### src/eab_pkg.sv
// Package for the block ADPCM decoder: payload structs, the front-to-back command,
// CSR indexes, arithmetic constants and the predictor coefficient table.
// Depends on nothing; every other file in src imports it.
package eab_pkg;

   localparam int EAB_QUEUE_DEPTH = 2;

   localparam int CSR_INDEX_WIDTH = 1;
   localparam int CSR_DATA_WIDTH  = 1;
   localparam logic [CSR_INDEX_WIDTH-1:0] CSR_STEREO_MODE = 1'd0;
   localparam logic [CSR_INDEX_WIDTH-1:0] CSR_CLIP_ENABLE = 1'd1;

   localparam int COEF_WIDTH = 10;
   localparam int PROD_WIDTH = 16 + COEF_WIDTH;
   localparam int NIBBLE_POS = 28;
   localparam int OUT_SHIFT  = 8;

   localparam logic [4:0]         SHIFT_BIAS = 5'd8;
   localparam logic [4:0]         C2_OFFSET  = 5'd4;
   localparam logic signed [31:0] ROUND_BIAS = 32'sh0000_0080;
   localparam logic signed [31:0] CLIP_MAX   = 32'sd32767;
   localparam logic signed [31:0] CLIP_MIN   = -32'sd32768;

   typedef struct packed {
      logic [7:0] data_byte;
      logic       block_start;
      logic       stream_start;
   } eab_req_type;

   typedef struct packed {
      logic signed [15:0] sample_a;
      logic signed [15:0] sample_b;
   } eab_rsp_type;

   // One unit of work for the decode engine. A command with clear set and
   // has_data low only wipes the sample history.
   typedef struct packed {
      logic       clear;
      logic       has_data;
      logic       stereo;
      logic [7:0] data_byte;
      logic [3:0] idx_left;
      logic [3:0] idx_right;
      logic [4:0] shift_left;
      logic [4:0] shift_right;
   } eab_cmd_type;

   function automatic logic signed [COEF_WIDTH-1:0] coef_lookup(input logic [4:0] pos);
      logic signed [COEF_WIDTH-1:0] c;
      case (pos)
         5'd0:    c = 10'sd0;
         5'd1:    c = 10'sd240;
         5'd2:    c = 10'sd460;
         5'd3:    c = 10'sd392;
         5'd4:    c = 10'sd0;
         5'd5:    c = 10'sd0;
         5'd6:    c = -10'sd208;
         5'd7:    c = -10'sd220;
         5'd8:    c = 10'sd0;
         5'd9:    c = 10'sd1;
         5'd10:   c = 10'sd3;
         5'd11:   c = 10'sd4;
         5'd12:   c = 10'sd7;
         5'd13:   c = 10'sd8;
         5'd14:   c = 10'sd10;
         5'd15:   c = 10'sd11;
         5'd16:   c = 10'sd0;
         5'd17:   c = -10'sd1;
         5'd18:   c = -10'sd3;
         5'd19:   c = -10'sd4;
         default: c = 10'sd0;
      endcase
      return c;
   endfunction

endpackage

### src/ea_adpcm_block_decoder.sv
// Top level of the block ADPCM decoder: CSRs, front end, command queue, decode engine.
// Depends on eab_pkg, eab_front, eab_cmd_queue and eab_back.
//
// Usage:
//   Request side is a queue write port: a byte is taken at a clock edge with
//   req_push high and req_full low. The first header byte of a block carries
//   block_start; stream_start additionally clears the sample history.
//   Response side is a queue read port: while rsp_empty is low, rsp_payload
//   holds the oldest pair of samples, taken at an edge with rsp_pop high.
//   Header bytes give no response; each data byte gives one pair of samples.
//   Header bytes update the block fields in the front end. A data byte holds the
//   decode engine while it fetches the command and then makes one pass of the
//   shared multiply-add unit per sample, so the engine takes no new command
//   until the pair of the last data byte is finished.
//   If the receiver stalls, the finished pair waits in the output register,
//   one more byte can be decoded up to its second pass, and the command queue
//   absorbs QUEUE_DEPTH further commands before req_full rises.
//   CSRs (stereo_mode, clip_enable) are written through csr_write, csr_index
//   and csr_data while the block is idle.
//   Synchronous reset empties the queue and output, sets shifts to eight and
//   zeroes indices and history; stereo_mode resets to 0, clip_enable to 1.
module ea_adpcm_block_decoder
   import eab_pkg::*;
#(
   parameter int QUEUE_DEPTH = EAB_QUEUE_DEPTH
)(
   input  logic                       clock,
   input  logic                       reset,
   input  logic                       req_push,
   output logic                       req_full,
   input  eab_req_type                req_payload,
   output logic                       rsp_empty,
   input  logic                       rsp_pop,
   output eab_rsp_type                rsp_payload,
   input  logic                       csr_write,
   input  logic [CSR_INDEX_WIDTH-1:0] csr_index,
   input  logic [CSR_DATA_WIDTH-1:0]  csr_data
);

   logic        stereo_mode_ff, stereo_mode_in;
   logic        clip_enable_ff, clip_enable_in;
   logic        cmd_push;
   logic        cmd_pop;
   logic        cmd_full;
   logic        cmd_empty;
   eab_cmd_type front_cmd;
   eab_cmd_type queue_cmd;

   always_comb begin
      stereo_mode_in = stereo_mode_ff;
      clip_enable_in = clip_enable_ff;
      if (csr_write) begin
         case (csr_index)
            CSR_STEREO_MODE: stereo_mode_in = csr_data[0];
            CSR_CLIP_ENABLE: clip_enable_in = csr_data[0];
            default: ;
         endcase
      end
   end

   always_ff @(posedge clock) begin
      if (reset) begin
         stereo_mode_ff <= 1'b0;
         clip_enable_ff <= 1'b1;
      end else begin
         stereo_mode_ff <= stereo_mode_in;
         clip_enable_ff <= clip_enable_in;
      end
   end

   assign req_full = cmd_full;

   eab_front u_front (
      .clock       (clock),
      .reset       (reset),
      .req_push    (req_push),
      .req_payload (req_payload),
      .stereo_mode (stereo_mode_ff),
      .queue_full  (cmd_full),
      .cmd_push    (cmd_push),
      .cmd         (front_cmd)
   );

   eab_cmd_queue #(
      .DEPTH (QUEUE_DEPTH)
   ) u_queue (
      .clock    (clock),
      .reset    (reset),
      .push     (cmd_push),
      .push_cmd (front_cmd),
      .pop      (cmd_pop),
      .pop_cmd  (queue_cmd),
      .full     (cmd_full),
      .empty    (cmd_empty)
   );

   eab_back u_back (
      .clock       (clock),
      .reset       (reset),
      .clip_enable (clip_enable_ff),
      .cmd         (queue_cmd),
      .cmd_empty   (cmd_empty),
      .cmd_pop     (cmd_pop),
      .rsp_pop     (rsp_pop),
      .rsp_empty   (rsp_empty),
      .rsp_payload (rsp_payload)
   );

   // The engine never pops a command that is not there.
   a_no_pop_empty: assert property (@(posedge clock) disable iff (reset)
      cmd_pop |-> !cmd_empty)
      else $error("decode engine popped an empty command queue");

   // A header byte without stream_start must not reach the engine.
   a_header_no_cmd: assert property (@(posedge clock) disable iff (reset)
      (req_push && !req_full && req_payload.block_start && !req_payload.stream_start)
      |-> !cmd_push)
      else $error("plain header byte produced a command");

   // A waiting response is not dropped while the receiver stalls.
   a_rsp_kept: assert property (@(posedge clock) disable iff (reset)
      (!rsp_empty && !rsp_pop) |=> !rsp_empty)
      else $error("pending response lost while stalled");

endmodule

### src/eab_front.sv
// Front end: accepts request bytes, tracks block headers (predictor indices and shifts)
// and turns data bytes and history clears into commands. Depends on eab_pkg.
module eab_front
   import eab_pkg::*;
(
   input  logic        clock,
   input  logic        reset,
   input  logic        req_push,
   input  eab_req_type req_payload,
   input  logic        stereo_mode,
   input  logic        queue_full,
   output logic        cmd_push,
   output eab_cmd_type cmd
);

   logic [3:0] idx_left_ff, idx_left_in;
   logic [3:0] idx_right_ff, idx_right_in;
   logic [4:0] shift_left_ff, shift_left_in;
   logic [4:0] shift_right_ff, shift_right_in;
   logic       awaiting_ff, awaiting_in;
   logic       accept;
   logic [3:0] hi_nib;
   logic [3:0] lo_nib;

   assign accept = req_push && !queue_full;
   assign hi_nib = req_payload.data_byte[7:4];
   assign lo_nib = req_payload.data_byte[3:0];

   always_comb begin
      idx_left_in    = idx_left_ff;
      idx_right_in   = idx_right_ff;
      shift_left_in  = shift_left_ff;
      shift_right_in = shift_right_ff;
      awaiting_in    = awaiting_ff;
      cmd_push       = 1'b0;

      cmd.clear       = req_payload.stream_start;
      cmd.has_data    = 1'b0;
      cmd.stereo      = stereo_mode;
      cmd.data_byte   = req_payload.data_byte;
      cmd.idx_left    = idx_left_ff;
      cmd.idx_right   = idx_right_ff;
      cmd.shift_left  = shift_left_ff;
      cmd.shift_right = shift_right_ff;

      if (accept) begin
         if (req_payload.block_start) begin
            idx_left_in = hi_nib;
            if (stereo_mode) begin
               idx_right_in = lo_nib;
               awaiting_in  = 1'b1;
            end else begin
               shift_left_in = {1'b0, lo_nib} + SHIFT_BIAS;
               awaiting_in   = 1'b0;
            end
            cmd_push = req_payload.stream_start;
         end else if (awaiting_ff) begin
            // Second header byte of a stereo block carries both shifts.
            shift_left_in  = {1'b0, hi_nib} + SHIFT_BIAS;
            shift_right_in = {1'b0, lo_nib} + SHIFT_BIAS;
            awaiting_in    = 1'b0;
            cmd_push       = req_payload.stream_start;
         end else begin
            cmd.has_data = 1'b1;
            cmd_push     = 1'b1;
         end
      end
   end

   always_ff @(posedge clock) begin
      if (reset) begin
         idx_left_ff    <= '0;
         idx_right_ff   <= '0;
         shift_left_ff  <= SHIFT_BIAS;
         shift_right_ff <= SHIFT_BIAS;
         awaiting_ff    <= 1'b0;
      end else begin
         idx_left_ff    <= idx_left_in;
         idx_right_ff   <= idx_right_in;
         shift_left_ff  <= shift_left_in;
         shift_right_ff <= shift_right_in;
         awaiting_ff    <= awaiting_in;
      end
   end

endmodule

### src/eab_cmd_queue.sv
// Small command FIFO between the front end and the decode engine.
// Depends on eab_pkg for the command type.
module eab_cmd_queue
   import eab_pkg::*;
#(
   parameter int DEPTH = EAB_QUEUE_DEPTH
)(
   input  logic        clock,
   input  logic        reset,
   input  logic        push,
   input  eab_cmd_type push_cmd,
   input  logic        pop,
   output eab_cmd_type pop_cmd,
   output logic        full,
   output logic        empty
);

   localparam int PTR_W = (DEPTH > 1) ? $clog2(DEPTH) : 1;
   localparam int CNT_W = $clog2(DEPTH + 1);
   localparam logic [PTR_W-1:0] LAST_PTR  = PTR_W'(DEPTH - 1);
   localparam logic [CNT_W-1:0] FULL_CNT  = CNT_W'(DEPTH);

   eab_cmd_type      entry_ff [DEPTH];
   logic [PTR_W-1:0] wr_ptr_ff, wr_ptr_in;
   logic [PTR_W-1:0] rd_ptr_ff, rd_ptr_in;
   logic [CNT_W-1:0] count_ff, count_in;
   logic             do_push;
   logic             do_pop;

   assign full    = (count_ff == FULL_CNT);
   assign empty   = (count_ff == '0);
   assign do_push = push && !full;
   assign do_pop  = pop && !empty;
   assign pop_cmd = entry_ff[rd_ptr_ff];

   always_comb begin
      wr_ptr_in = wr_ptr_ff;
      rd_ptr_in = rd_ptr_ff;
      count_in  = count_ff;
      if (do_push) begin
         wr_ptr_in = (wr_ptr_ff == LAST_PTR) ? '0 : wr_ptr_ff + 1'b1;
      end
      if (do_pop) begin
         rd_ptr_in = (rd_ptr_ff == LAST_PTR) ? '0 : rd_ptr_ff + 1'b1;
      end
      if (do_push && !do_pop) begin
         count_in = count_ff + 1'b1;
      end else if (do_pop && !do_push) begin
         count_in = count_ff - 1'b1;
      end
   end

   always_ff @(posedge clock) begin
      if (do_push) begin
         entry_ff[wr_ptr_ff] <= push_cmd;
      end
   end

   always_ff @(posedge clock) begin
      if (reset) begin
         wr_ptr_ff <= '0;
         rd_ptr_ff <= '0;
         count_ff  <= '0;
      end else begin
         wr_ptr_ff <= wr_ptr_in;
         rd_ptr_ff <= rd_ptr_in;
         count_ff  <= count_in;
      end
   end

endmodule

### src/eab_back.sv
// Decode engine: pops commands, runs one shared predictor pass per sample and holds
// the per-channel history and the output register. Depends on eab_pkg.
module eab_back
   import eab_pkg::*;
(
   input  logic        clock,
   input  logic        reset,
   input  logic        clip_enable,
   input  eab_cmd_type cmd,
   input  logic        cmd_empty,
   output logic        cmd_pop,
   input  logic        rsp_pop,
   output logic        rsp_empty,
   output eab_rsp_type rsp_payload
);

   typedef enum logic [1:0] {
      ST_IDLE,
      ST_PASS_A,
      ST_PASS_B
   } state_type;

   state_type          state_ff, state_in;
   eab_cmd_type        cmd_ff, cmd_in;
   logic signed [15:0] cur_l_ff, cur_l_in, prev_l_ff, prev_l_in;
   logic signed [15:0] cur_r_ff, cur_r_in, prev_r_ff, prev_r_in;
   logic signed [15:0] sample_a_ff, sample_a_in;
   logic               out_valid_ff, out_valid_in;
   eab_rsp_type        out_ff, out_in;

   // Operands of the shared predictor pass.
   logic [3:0]                   op_nib;
   logic [3:0]                   op_idx;
   logic [4:0]                   op_shift;
   logic signed [15:0]           op_cur;
   logic signed [15:0]           op_prev;
   logic signed [COEF_WIDTH-1:0] c1;
   logic signed [COEF_WIDTH-1:0] c2;
   logic signed [PROD_WIDTH-1:0] prod1;
   logic signed [PROD_WIDTH-1:0] prod2;
   logic signed [31:0]           term;
   logic signed [31:0]           sum;
   logic signed [31:0]           acc;
   logic signed [15:0]           result;
   logic                         use_right;
   logic                         out_free;

   assign use_right = (state_ff == ST_PASS_B) && cmd_ff.stereo;
   assign out_free  = !out_valid_ff || rsp_pop;

   always_comb begin
      op_nib   = (state_ff == ST_PASS_B) ? cmd_ff.data_byte[3:0] : cmd_ff.data_byte[7:4];
      op_idx   = use_right ? cmd_ff.idx_right : cmd_ff.idx_left;
      op_shift = use_right ? cmd_ff.shift_right : cmd_ff.shift_left;
      op_cur   = use_right ? cur_r_ff : cur_l_ff;
      op_prev  = use_right ? prev_r_ff : prev_l_ff;

      c1    = coef_lookup({1'b0, op_idx});
      c2    = coef_lookup({1'b0, op_idx} + C2_OFFSET);
      prod1 = PROD_WIDTH'(op_cur) * PROD_WIDTH'(c1);
      prod2 = PROD_WIDTH'(op_prev) * PROD_WIDTH'(c2);
      term  = $signed({op_nib, {NIBBLE_POS{1'b0}}}) >>> op_shift;
      sum   = term + 32'(prod1) + 32'(prod2) + ROUND_BIAS;
      acc   = sum >>> OUT_SHIFT;

      if (!clip_enable) begin
         result = acc[15:0];
      end else if (acc > CLIP_MAX) begin
         result = CLIP_MAX[15:0];
      end else if (acc < CLIP_MIN) begin
         result = CLIP_MIN[15:0];
      end else begin
         result = acc[15:0];
      end
   end

   always_comb begin
      state_in     = state_ff;
      cmd_in       = cmd_ff;
      cur_l_in     = cur_l_ff;
      prev_l_in    = prev_l_ff;
      cur_r_in     = cur_r_ff;
      prev_r_in    = prev_r_ff;
      sample_a_in  = sample_a_ff;
      out_in       = out_ff;
      out_valid_in = out_valid_ff && !rsp_pop;
      cmd_pop      = 1'b0;

      case (state_ff)
         ST_IDLE: begin
            if (!cmd_empty) begin
               cmd_pop = 1'b1;
               cmd_in  = cmd;
               if (cmd.clear) begin
                  cur_l_in  = '0;
                  prev_l_in = '0;
                  cur_r_in  = '0;
                  prev_r_in = '0;
               end
               if (cmd.has_data) begin
                  state_in = ST_PASS_A;
               end
            end
         end
         ST_PASS_A: begin
            // The high nibble always belongs to the left (or only) channel.
            prev_l_in   = cur_l_ff;
            cur_l_in    = result;
            sample_a_in = result;
            state_in    = ST_PASS_B;
         end
         ST_PASS_B: begin
            // History is committed only together with the result, so a stall
            // leaves the operands of this pass untouched.
            if (out_free) begin
               if (cmd_ff.stereo) begin
                  prev_r_in = cur_r_ff;
                  cur_r_in  = result;
               end else begin
                  prev_l_in = cur_l_ff;
                  cur_l_in  = result;
               end
               out_in.sample_a = sample_a_ff;
               out_in.sample_b = result;
               out_valid_in    = 1'b1;
               state_in        = ST_IDLE;
            end
         end
         default: begin
            state_in = ST_IDLE;
         end
      endcase
   end

   always_ff @(posedge clock) begin
      if (reset) begin
         state_ff     <= ST_IDLE;
         out_valid_ff <= 1'b0;
         cur_l_ff     <= '0;
         prev_l_ff    <= '0;
         cur_r_ff     <= '0;
         prev_r_ff    <= '0;
      end else begin
         state_ff     <= state_in;
         out_valid_ff <= out_valid_in;
         cur_l_ff     <= cur_l_in;
         prev_l_ff    <= prev_l_in;
         cur_r_ff     <= cur_r_in;
         prev_r_ff    <= prev_r_in;
      end
      cmd_ff      <= cmd_in;
      sample_a_ff <= sample_a_in;
      out_ff      <= out_in;
   end

   assign rsp_empty   = !out_valid_ff;
   assign rsp_payload = out_ff;

endmodule

### config.mk
export PLATFORM = sky130hd
export DESIGN_NAME = ea_adpcm_block_decoder
export DESIGN_NICKNAME = d
export VERILOG_FILES = /design/src/eab_pkg.sv /design/src/ea_adpcm_block_decoder.sv /design/src/eab_front.sv /design/src/eab_cmd_queue.sv /design/src/eab_back.sv
export SDC_FILE = /design/constraint.sdc
export NUM_CORES = 1
export LEC_CHECK = 0
export BUFFER_PORTS_ARGS = -buffer_cell sky130_fd_sc_hd__buf_2
export CAP_MARGIN = 20
export CORE_MARGIN = 2
export CORE_UTILIZATION = 55
export CTS_CLUSTER_SIZE = 14
export DETAILED_ROUTE_END_ITERATION = 16
export GPL_TIMING_DRIVEN = 0
export HOLD_SLACK_MARGIN = 0.02
export PLACE_DENSITY = 0.71
export SKIP_LAST_GASP = 1
export SLEW_MARGIN = 20
export SYNTH_ARGS = -nofsm -noshare
export SYNTH_HDL_FRONTEND = slang
export SYNTH_SLANG_ARGS = --single-unit
### constraint.sdc
create_clock -name clock -period 11.1 [get_ports clock]
set_input_delay 2.22 -clock clock [delete_from_list [all_inputs] [get_ports clock]]
set_output_delay 2.22 -clock clock [all_outputs]
set_load 0.05 [all_outputs]
# [After elaboration in Yosys (flattened, before gate mapping)]
# Memory sizes are Yosys's and may differ from the RTL's. A register that Yosys moved wholly into a read port is not among the register bits.
# Cells that the tools add are included.
[totals] mem_bits_ro=480 regBits=167 n_memories=3 mem_bits_rw=58 input_bits=17 elab_cells=136 out_inout_bits=34
[mem_list] memory="(no name shown)" depth=32 word_bits=10 rd=1 rd_ports_with_merged_regs=0 write_ports=0 line="eab_pkg.sv:50" rtl="case (pos)"
[mem_list] memory="(no name shown)" depth=16 word_bits=10 rd=1 rd_ports_with_merged_regs=0 write_ports=0 line="eab_pkg.sv:50"
[mem_list] memory="u_queue.entry_ff" depth=2 word_bits=29 rd=1 rd_ports_with_merged_regs=1 write_ports=1 line="eab_cmd_queue.sv:23" rtl="eab_cmd_type entry_ff [DEPTH];"
[classes] n_mux=49 n_reduce_logical=31 mul=2 n_eq_ne=10 n_lt_le_gt_ge=2 shifts=1 n_bitwise=3 add_sub_neg=10
[ops] operator="$mux 16" n=15
[ops] operator="$pmux 16 s3" n=2
[ops] operator="$add 32x26->32" n=2
[ops] operator="$pmux 16 s2" n=2
[ops] operator="$mul 16x10->26" n=2
[ops] operator="$add 32x9->32 const B" n=1
[ops] operator="$sshr 32x5->32" n=1
[ops] operator="$gt 24x16->1 const B" n=1
[ops] operator="$lt 24x16->1 const B" n=1
[ops] operator="$mux 5" n=4
[ops] operator="$mux 1" n=18
[ops] operator="$reduce_and 3->1" n=4
[ops] operator="$add 4x4->5 const B" n=2
[ops] operator="$mux 2" n=5
[ops] operator="$reduce_and 2->1" n=5
[ops] operator="$reduce_and 5->1" n=2
[ops] operator="$mux 4" n=2
[ops] operator="$ne 2x1->1 const B" n=4
[ops] operator="$logic_and 1x1->1" n=7
[ops] operator="$logic_not 1->1" n=6
[ops] operator="$ne 2x2->1 const B" n=3
[ops] operator="$pmux 2 s3" n=1
[ops] operator="$reduce_bool 2->1" n=3
[ops] operator="$add 4x3->5 const B" n=1
[ops] operator="other kinds (9)" n=14

# [Depth between registers and ports, before layout]
# Gate-level depths: netlist of run 1.
# An unclocked memory read counts as a cell.
[depth] depth_word=15 mapped_depth=41

# [Hierarchy]
# From an unflattened synthesis of run 1, not the netlist that was laid out.
[unflattened] hier_cells=2414 hier_area_um2=24084.3
[by_module_without_submodules] mod="eab_back" area_each_um2=20793.7 cells_each=2203 instances=1
[by_module_without_submodules] mod="eab_cmd_queue" area_each_um2=2306.0 cells_each=115 instances=1
[by_module_without_submodules] mod="eab_front" area_each_um2=897.1 cells_each=88 instances=1
[by_module_without_submodules] mod="ea_adpcm_block_decoder" area_each_um2=87.6 cells_each=8 instances=1

# [Worst setup path after synthesis of run 1]
# Ideal clock, no wire load.
[synth_path] path_kind="flip-flop to flip-flop" start="reg u_back.state_ff[0]" end="reg u_back.cur_r_ff[5]" synth_period_minus_slack_ns=9.831 stages_incl_launch_ff=35 n_path_buf=4 arrival_ns=9.771 path_slack_ns=1.269 cell_sequence="dfxtp_1 -> inv_1 -> ha_1 -> buf_6 -> and2_1 -> clkbuf_1 -> mux2_2 -> ha_1 -> inv_1 -> and3_4 -> nor2_1 -> nand2_1 -> nor2_1 -> fa_1 -> fa_1 -> fa_1 -> fa_1 -> fa_1 -> inv_1 -> fa_1 -> fa_1 -> inv_1 -> ha_1 -> clkbuf_1 -> a21o_1 -> a21o_1 -> a21oi_1 -> a21boi_0 -> nor2b_1 -> a2bb2oi_1 -> xnor2_1 -> nand2_1 -> nor3b_1 -> buf_2 -> a221o_1"
[synth_between] elab_chain_cells=15
[synth_rtl] item="start, declared" line="eab_back.sv:23" rtl="state_type state_ff, state_in;"
[synth_rtl] item="start signal, assigned" line="eab_back.sv:144" rtl="state_ff <= state_in;"
[synth_rtl] item="$eq 2x2->1" line="eab_back.sv:48, eab_back.sv:52, eab_back.sv:89"
[synth_rtl] item="$logic_and 1x1->1" line="eab_back.sv:48" rtl="assign use_right = (state_ff == ST_PASS_B) && cmd_ff.stereo;"
[synth_rtl] item="$mux 4" line="eab_back.sv:53" rtl="op_idx = use_right ? cmd_ff.idx_right : cmd_ff.idx_left;"
[synth_rtl] item="$mem_v2 16x10 / $add 4x3->5 (equally long branches)"
[synth_rtl] item="$mul 16x10->26 / $mem_v2 32x10 (equally long branches)"
[synth_rtl] item="$add 32x26->32 / $mul 16x10->26 (equally long branches)" line="eab_back.sv:63, eab_back.sv:61"
[synth_rtl] item="$add 32x26->32" line="eab_back.sv:63" rtl="sum = term + 32'(prod1) + 32'(prod2) + ROUND_BIAS;"
[synth_rtl] item="$add 32x9->32" line="eab_back.sv:63"
[synth_rtl] item="$lt 24x16->1" line="eab_back.sv:70" rtl="end else if (acc < CLIP_MIN) begin"
[synth_rtl] item="$mux 16" line="eab_back.sv:70"
[synth_rtl] item="$mux 16" line="eab_back.sv:68" rtl="end else if (acc > CLIP_MAX) begin"
[synth_rtl] item="$mux 16" line="eab_back.sv:66" rtl="if (!clip_enable) begin"
[synth_rtl] item="$mux 16" line="eab_back.sv:116" rtl="if (cmd_ff.stereo) begin"
[synth_rtl] item="$mux 16" line="eab_back.sv:115" rtl="if (out_free) begin"
[synth_rtl] item="$pmux 16 s2" line="eab_back.sv:89" rtl="case (state_ff)"
[synth_rtl] item="end signal, assigned" line="eab_back.sv:148" rtl="cur_r_ff <= cur_r_in;"
[synth_rtl] item="end, declared" line="eab_back.sv:26" rtl="logic signed [15:0] cur_r_ff, cur_r_in, prev_r_ff, prev_r_in;"
# Parallel ways exist; a longest one is shown, timed or not. The select of a mux whose other input is x is not followed.
# A chain may end at the register's enable or synchronous reset.

# [Final worst setup path of run 1]
[layout_path] start="reg u_back.state_ff[0]" end="reg u_back.cur_r_ff[14]"
# Same word-level chain as after synthesis.

==> results of run 1 <==
[sequential cells by signal, summed over array words and instances (netlist names), 2 cells and up, named ones only]
signal                  flops
u_queue.entry_ff           58
u_back.rsp_payload         32
u_back.cmd_ff              27
u_back.cur_l_ff            16
u_back.cur_r_ff            16
u_back.prev_l_ff           16
u_back.prev_r_ff           16
u_back.sample_a_ff         16
u_front.shift_left_ff       5
u_front.shift_right_ff      5
u_front.idx_left_ff         4
u_front.idx_right_ff        4
u_back.state_ff             2
u_queue.count_ff            2
[metal layers]
metal | track usage | vias to the layer above | part of all wire
li1 | - | 7732 | -
met2 | 0.491 | 875 | 0.46
met3 | 0.0585 | 207 | 0.091
met4 | 0.153 | 0 | 0.060
met5 | 0 | - | 0
met1 | 0.405 | 8835 | 0.39
[critical path: cells and delay by family (launching register included)]
family | cells | cell delay (ns)
buf+inv | 11 | 2.58
flops | 1 | 0.39
compound gates | 6 | 1.76
fa+ha+maj | 9 | 4.13
simple gates | 5 | 1.09
mux | 1 | 0.75
[final timing paths]
kind	from	to	slack [ns]
worst max-delay path	u_back.state_ff[0]$_SDFFE_PP0P_	u_back.cur_r_ff[14]$_SDFFE_PP0P_	0.25
worst min-delay path	u_back.sample_a_ff[15]$_DFFE_PP_	u_back.rsp_payload[31]$_DFFE_PP_	0.42
worst max register to register	u_back.state_ff[0]$_SDFFE_PP0P_	u_back.cur_r_ff[14]$_SDFFE_PP0P_	0.25
worst min register to register	u_back.sample_a_ff[15]$_DFFE_PP_	u_back.rsp_payload[31]$_DFFE_PP_	0.42
[layout make-up]
type / count / area (sq um)
Clock inverter: 3 / 47.5
Inverter: 548 / 2060
Tap cell: 585 / 732
Clock buffer: 35 / 649
Fill cell: 3551 / 16900
Buffer: 77 / 354
Sequential cell: 226 / 5860
Timing Repair Buffer: 61 / 395
Multi-Input combinational cell: 1559 / 15800
[kinds of logic after synthesis]
| logic type | after synthesis | share of synthesized area |
|---|---|---|
| buf+inv | 627 | 0.100 |
| simple gates | 606 | 0.110 |
| fa+ha+maj | 528 | 0.402 |
| compound gates | 270 | 0.0743 |
| flops | 226 | 0.246 |
| mux | 118 | 0.0540 |
| xor+xnor | 37 | 0.0136 |
[through the flow]
stage / cell area (sq um) / instances / hold slack (ns) / setup WS, ns / utilization
6_report: 25900 / 3094 / 0.416 / 0.253 / 0.605
5_1_grt: 25900 / 3094 / 0.418 / 0.0183 / 0.605
3_5_place_dp: 24900 / 3049 / 0.405 / -1.98 / 0.580
4_1_cts: 25800 / 3090 / 0.416 / -0.0365 / 0.601
3_3_place_gp: 24800 / 3046 / 0.403 / -1.87 / 0.578
2_1_floorplan: 23800 / 2412 / 0.400 / 1.27 / -
[repair_timing]
item,4_1_cts,5_1_grt
buffers inserted,5,3
setup endpoints to repair,64,64
gates resized for setup,47,44
hold buffers,0,0
pin swaps,2,5
[cells in the final DEF (no fill, tap or decap), types with 9 or more instances in the layout]
cell       instances
inv_1            547
fa_1             393
nor2_1           225
nand2_1          222
edfxtp_1         133
ha_1             132
a21oi_1           99
dfxtp_1           93
mux2_2            62
buf_2             60
clkbuf_1          51
o21ai_0           51
nand3_1           48
mux2i_1           43
a221o_1           30
xnor2_1           25
clkbuf_16         22
a21o_1            14
nand2b_1          11
and3_1            11
nor2b_1           11
nor3_1            11
xor2_1            11
a31oi_1           10
mux2i_2            9
buf_4              9
==> flow_metrics.tcl, run 1 <==
set metrics [dict create \
    vias 17600 \
    hold_viol_final 0 \
    min_path_cells 0 \
    syn_to_final_growth_pct 9.00 \
    grt_use_total 0.308 \
    coreArea_sq_um 42900 \
    slew_headroom 0.316 \
    drtPass1Iterations 6 \
    syn_nets 2957 \
    fin_tns_setup_ns 0 \
    slew_viol_final 0 \
    synth-edff-count 133 \
    dieHeight_um 212 \
    cts_buffers 21 \
    yosys.area.top_type "fa_1" \
    insertion_delay_ns 0.52 \
    drive_gt1_frac 0.101 \
    grt.overflow.total 0 \
    clk_pin_slew_ns 0.07 \
    clk_path_buf_depth 3 \
    via_per_inst 5.70 \
    max_stage_delay_ns 0.75 \
    yosys_warnings 0 \
    dieArea_sq_um 45000 \
    numPortBuffers 49 \
    synth_async_sr_flop_share 0 \
    fin_skew_ns 0.0240 \
    start_kind "register" \
    worstRegToRegCells 32 \
    status "completed" \
    cts-root-buf "clkbuf_16" \
    rsz0062_at_grt "false" \
    yosysSeqAreaShare 0.246 \
    crit_arrival_ns 11.25 \
    syn_area_sq_um 23800 \
    synth_area_per_cell_sq_um 9.87 \
    crit_fanout 10 \
    synth.cells.most_frequent "inv_1 (547), fa_1 (395), nor2_1 (236)" \
    synth.area.top_cells "fa_1 (33%), edfxtp_1 (17%), inv_1 (8.6%), dfxtp_1 (7.8%), ha_1 (7.0%)" \
    criticalPathCategory "reg2reg" \
    synth_cells 2412 \
    globalplace.congestion 1.03 \
    postRouteAntennaNets 0 \
    drc 0 \
    fmax_mhz 92.2 \
    critPathCaptureType "register" \
    grt_start_max_net_pins 30 \
    max_cap_viol_count 0 \
    die_w_um 212 \
    critPathRequiredTime_ns 11.50 \
    totalWireLength_um 66000 \
    htree_levels 1 \
    path_common_cell "fa_1" \
    nets 3039 \
    synthMostInstantiatedCell "inv_1" \
    cts_sinks 226 \
    synth_seq_cells 226 \
    drt_iter0_drc 1691 \
    avgRoutedWirePerCell_um 21.3 \
    yosysUniqueCellTypes 70 \
    setup_viol 0 \
    rows 76 \
    synth.top_cell.area_share 0.332 \
    ys.flop_type "edfxtp_1" \
    io_pins 51 \
    dp_hpwl_um 55400 \
    cts_tree "yes" \
    hold_class "reg2reg" \
    antenna_found_initial 0 \
    num_antenna_cells 0 \
    period_minus_slack_ns 10.85 \
    grt_pass1_vias 18500 \
    start_util 0.555 \
    worstMarginPinSlew_ns 0.997 \
    min_period_over_period 0.977 \
    cp_slowest_cell "mux2i_2" \
    grt_pass1_wl_um 104000 \
]
Power of run 1 is left out: the tool's default activity adds up to more than one toggle a clock period on the data nets, which glitch-free logic cannot reach.
==> run 2, diff against run 1 <==
RECOVER_POWER = 50   (was not set)
==> flow_metrics.tcl, run 2 (synthesis gave the netlist of run 1 again) <==
set metrics [dict create \
    status "finished, violations left" \
    failed_checks "capacitance limit, slew limit" \
    grt_pass1_wl_um 104000 \
    instances_no_fill 3094 \
    rsz0062_at_grt "false" \
    setup_ws_ns 0.266 \
    path_common_cell "fa_1" \
    placed_cells 3049 \
    r2r_start "u_back.state_ff[0]$_SDFFE_PP0P_" \
    cts-root-buf "clkbuf_16" \
    grt_use_total 0.308 \
    drc 0 \
    postRouteAntennaNets 0 \
    rows 76 \
    criticalPathCategory "reg2reg" \
    num_antenna_cells 0 \
    max_cap_viol_count 1 \
    via_per_inst 5.69 \
    critPathTopFamily "adder cells" \
    start_util 0.555 \
    critPathRequiredTime_ns 11.50 \
    fin_skew_ns 0.0264 \
    fin_tns_setup_ns 0 \
    nets 3039 \
    dieArea_sq_um 45000 \
    largest_reg_flops 58 \
    dp_slack_ns -1.98 \
    mostFrequentLayoutCells "inv_1 (547), fa_1 (393), nor2_1 (225)" \
    fill_cells 3555 \
    antenna_found_initial 0 \
    slew_viol_final 30 \
    multi_input_area_sq_um 15800 \
    critical_path_buf_inv_count 11 \
    grt_start_max_net_pins 30 \
    insertion_delay_ns 0.52 \
    cts_sinks 226 \
    grt.overflow.total 0 \
    clk_path_buf_depth 3 \
    startpoint "u_back.state_ff[0]$_SDFFE_PP0P_" \
    globalplace.congestion 1.03 \
    die_w_um 212 \
    dieHeight_um 212 \
    hold_viol_final 0 \
    crit_arrival_ns 11.24 \
    fmax_mhz 92.3 \
    syn_to_final_growth_pct 8.80 \
    regMostFlops "u_queue.entry_ff" \
    rr_endpoint "u_back.cur_r_ff[14]$_SDFFE_PP0P_" \
    regArea_sq_um 5860 \
    start_kind "register" \
    coreArea_sq_um 42900 \
    vias 17600 \
    worstRegToRegCells 32 \
    drtPass1Iterations 6 \
    drive_gt1_frac 0.0957 \
    dp_hpwl_um 55400 \
    totalWireLength_um 65900 \
    min_period_over_period 0.976 \
    grt_pass1_vias 18500 \
    hold_buffers 0 \
    setup_viol 0 \
    slew_headroom -0.0310 \
    hold_class "reg2reg" \
    period_minus_slack_ns 10.83 \
    r2r_slack_ns 0.27 \
    numPortBuffers 49 \
    worstMarginPinSlew_ns 1.55 \
    min-delay-start "u_back.sample_a_ff[15]$_DFFE_PP_" \
    avgRoutedWirePerCell_um 21.3 \
    critPathCaptureType "register" \
    crit_fanout 10 \
    io_pins 51 \
    drt_iter0_drc 1563 \
    cts_tree "yes" \
    max_stage_delay_ns 0.74 \
    final_core_util 0.604 \
    min_path_cells 0 \
    hold_end "u_back.rsp_payload[31]$_DFFE_PP_" \
    clk_pin_slew_ns 0.07 \
    cts_buffers 21 \
    htree_levels 1 \
    cp_slowest_cell "mux2i_2" \
    final_common_cell "inv_1" \
]
[run 2: layer usage]
layer / vias up / routed length, um / GRT usage
met5: - / 0 / 0
met2: 893 / 30300 / 0.491
met1: 8785 / 25500 / 0.405
li1: 7718 / - / -
met3: 205 / 5980 / 0.0585
met4: 0 / 4140 / 0.153
[run 2: worst reg2reg max path, delay by kind of cell, from the launching register on]
family,cells,cell delay (ns)
fa+ha+maj,9,4.13
buf+inv,11,2.56
compound gates,6,1.78
simple gates,5,1.09
mux,1,0.74
flops,1,0.40
[run 2: worst max-delay path by stage]
| stage | endpoint | slack [ns] | depth (start not counted) |
|---|---|---|---|
| 6_report | u_back.cur_r_ff[14]$_SDFFE_PP0P_ | 0.27 | 32 |
| 3_3_place_gp | u_back.rsp_payload[8]$_DFFE_PP_ | -1.87 | 37 |
| 5_1_grt | u_back.cur_r_ff[6]$_SDFFE_PP0P_ | 0.02 | 37 |
| 2_1_floorplan | u_back.cur_r_ff[5]$_SDFFE_PP0P_ | 1.27 | 34 |
| 3_5_place_dp | u_back.rsp_payload[8]$_DFFE_PP_ | -1.98 | 37 |
| 4_1_cts | u_back.cur_l_ff[6]$_SDFFE_PP0P_ | -0.04 | 37 |
[run 2: per-stage QoR]
stage | instance area [sq um] | hold slack (ns)
5_1_grt | 25900 | 0.418
6_report | 25900 | 0.413
3_5_place_dp | 24900 | 0.405
3_3_place_gp | 24800 | 0.403
4_1_cts | 25800 | 0.416
2_1_floorplan | 23800 | 0.400
[run 2: layout make-up]
class | instances | share of cell area
inverters | 548 | 0.0796
repair buffers | 61 | 0.0137
clock buffers | 35 | 0.0251
flip-flops and latches | 226 | 0.226
plain buffers | 77 | 0.0137
clock inverters | 3 | 0.00184
well taps | 585 | 0.0283
multi-input cells | 1559 | 0.612
[run 2: what timing repair did]
item | in CTS | in global routing
gates resized for setup | 47 | 44
setup buffers | 5 | 3
setup endpoints to repair | 64 | 64
pin swaps | 2 | 5
Power of run 2 is left out for the same reason.
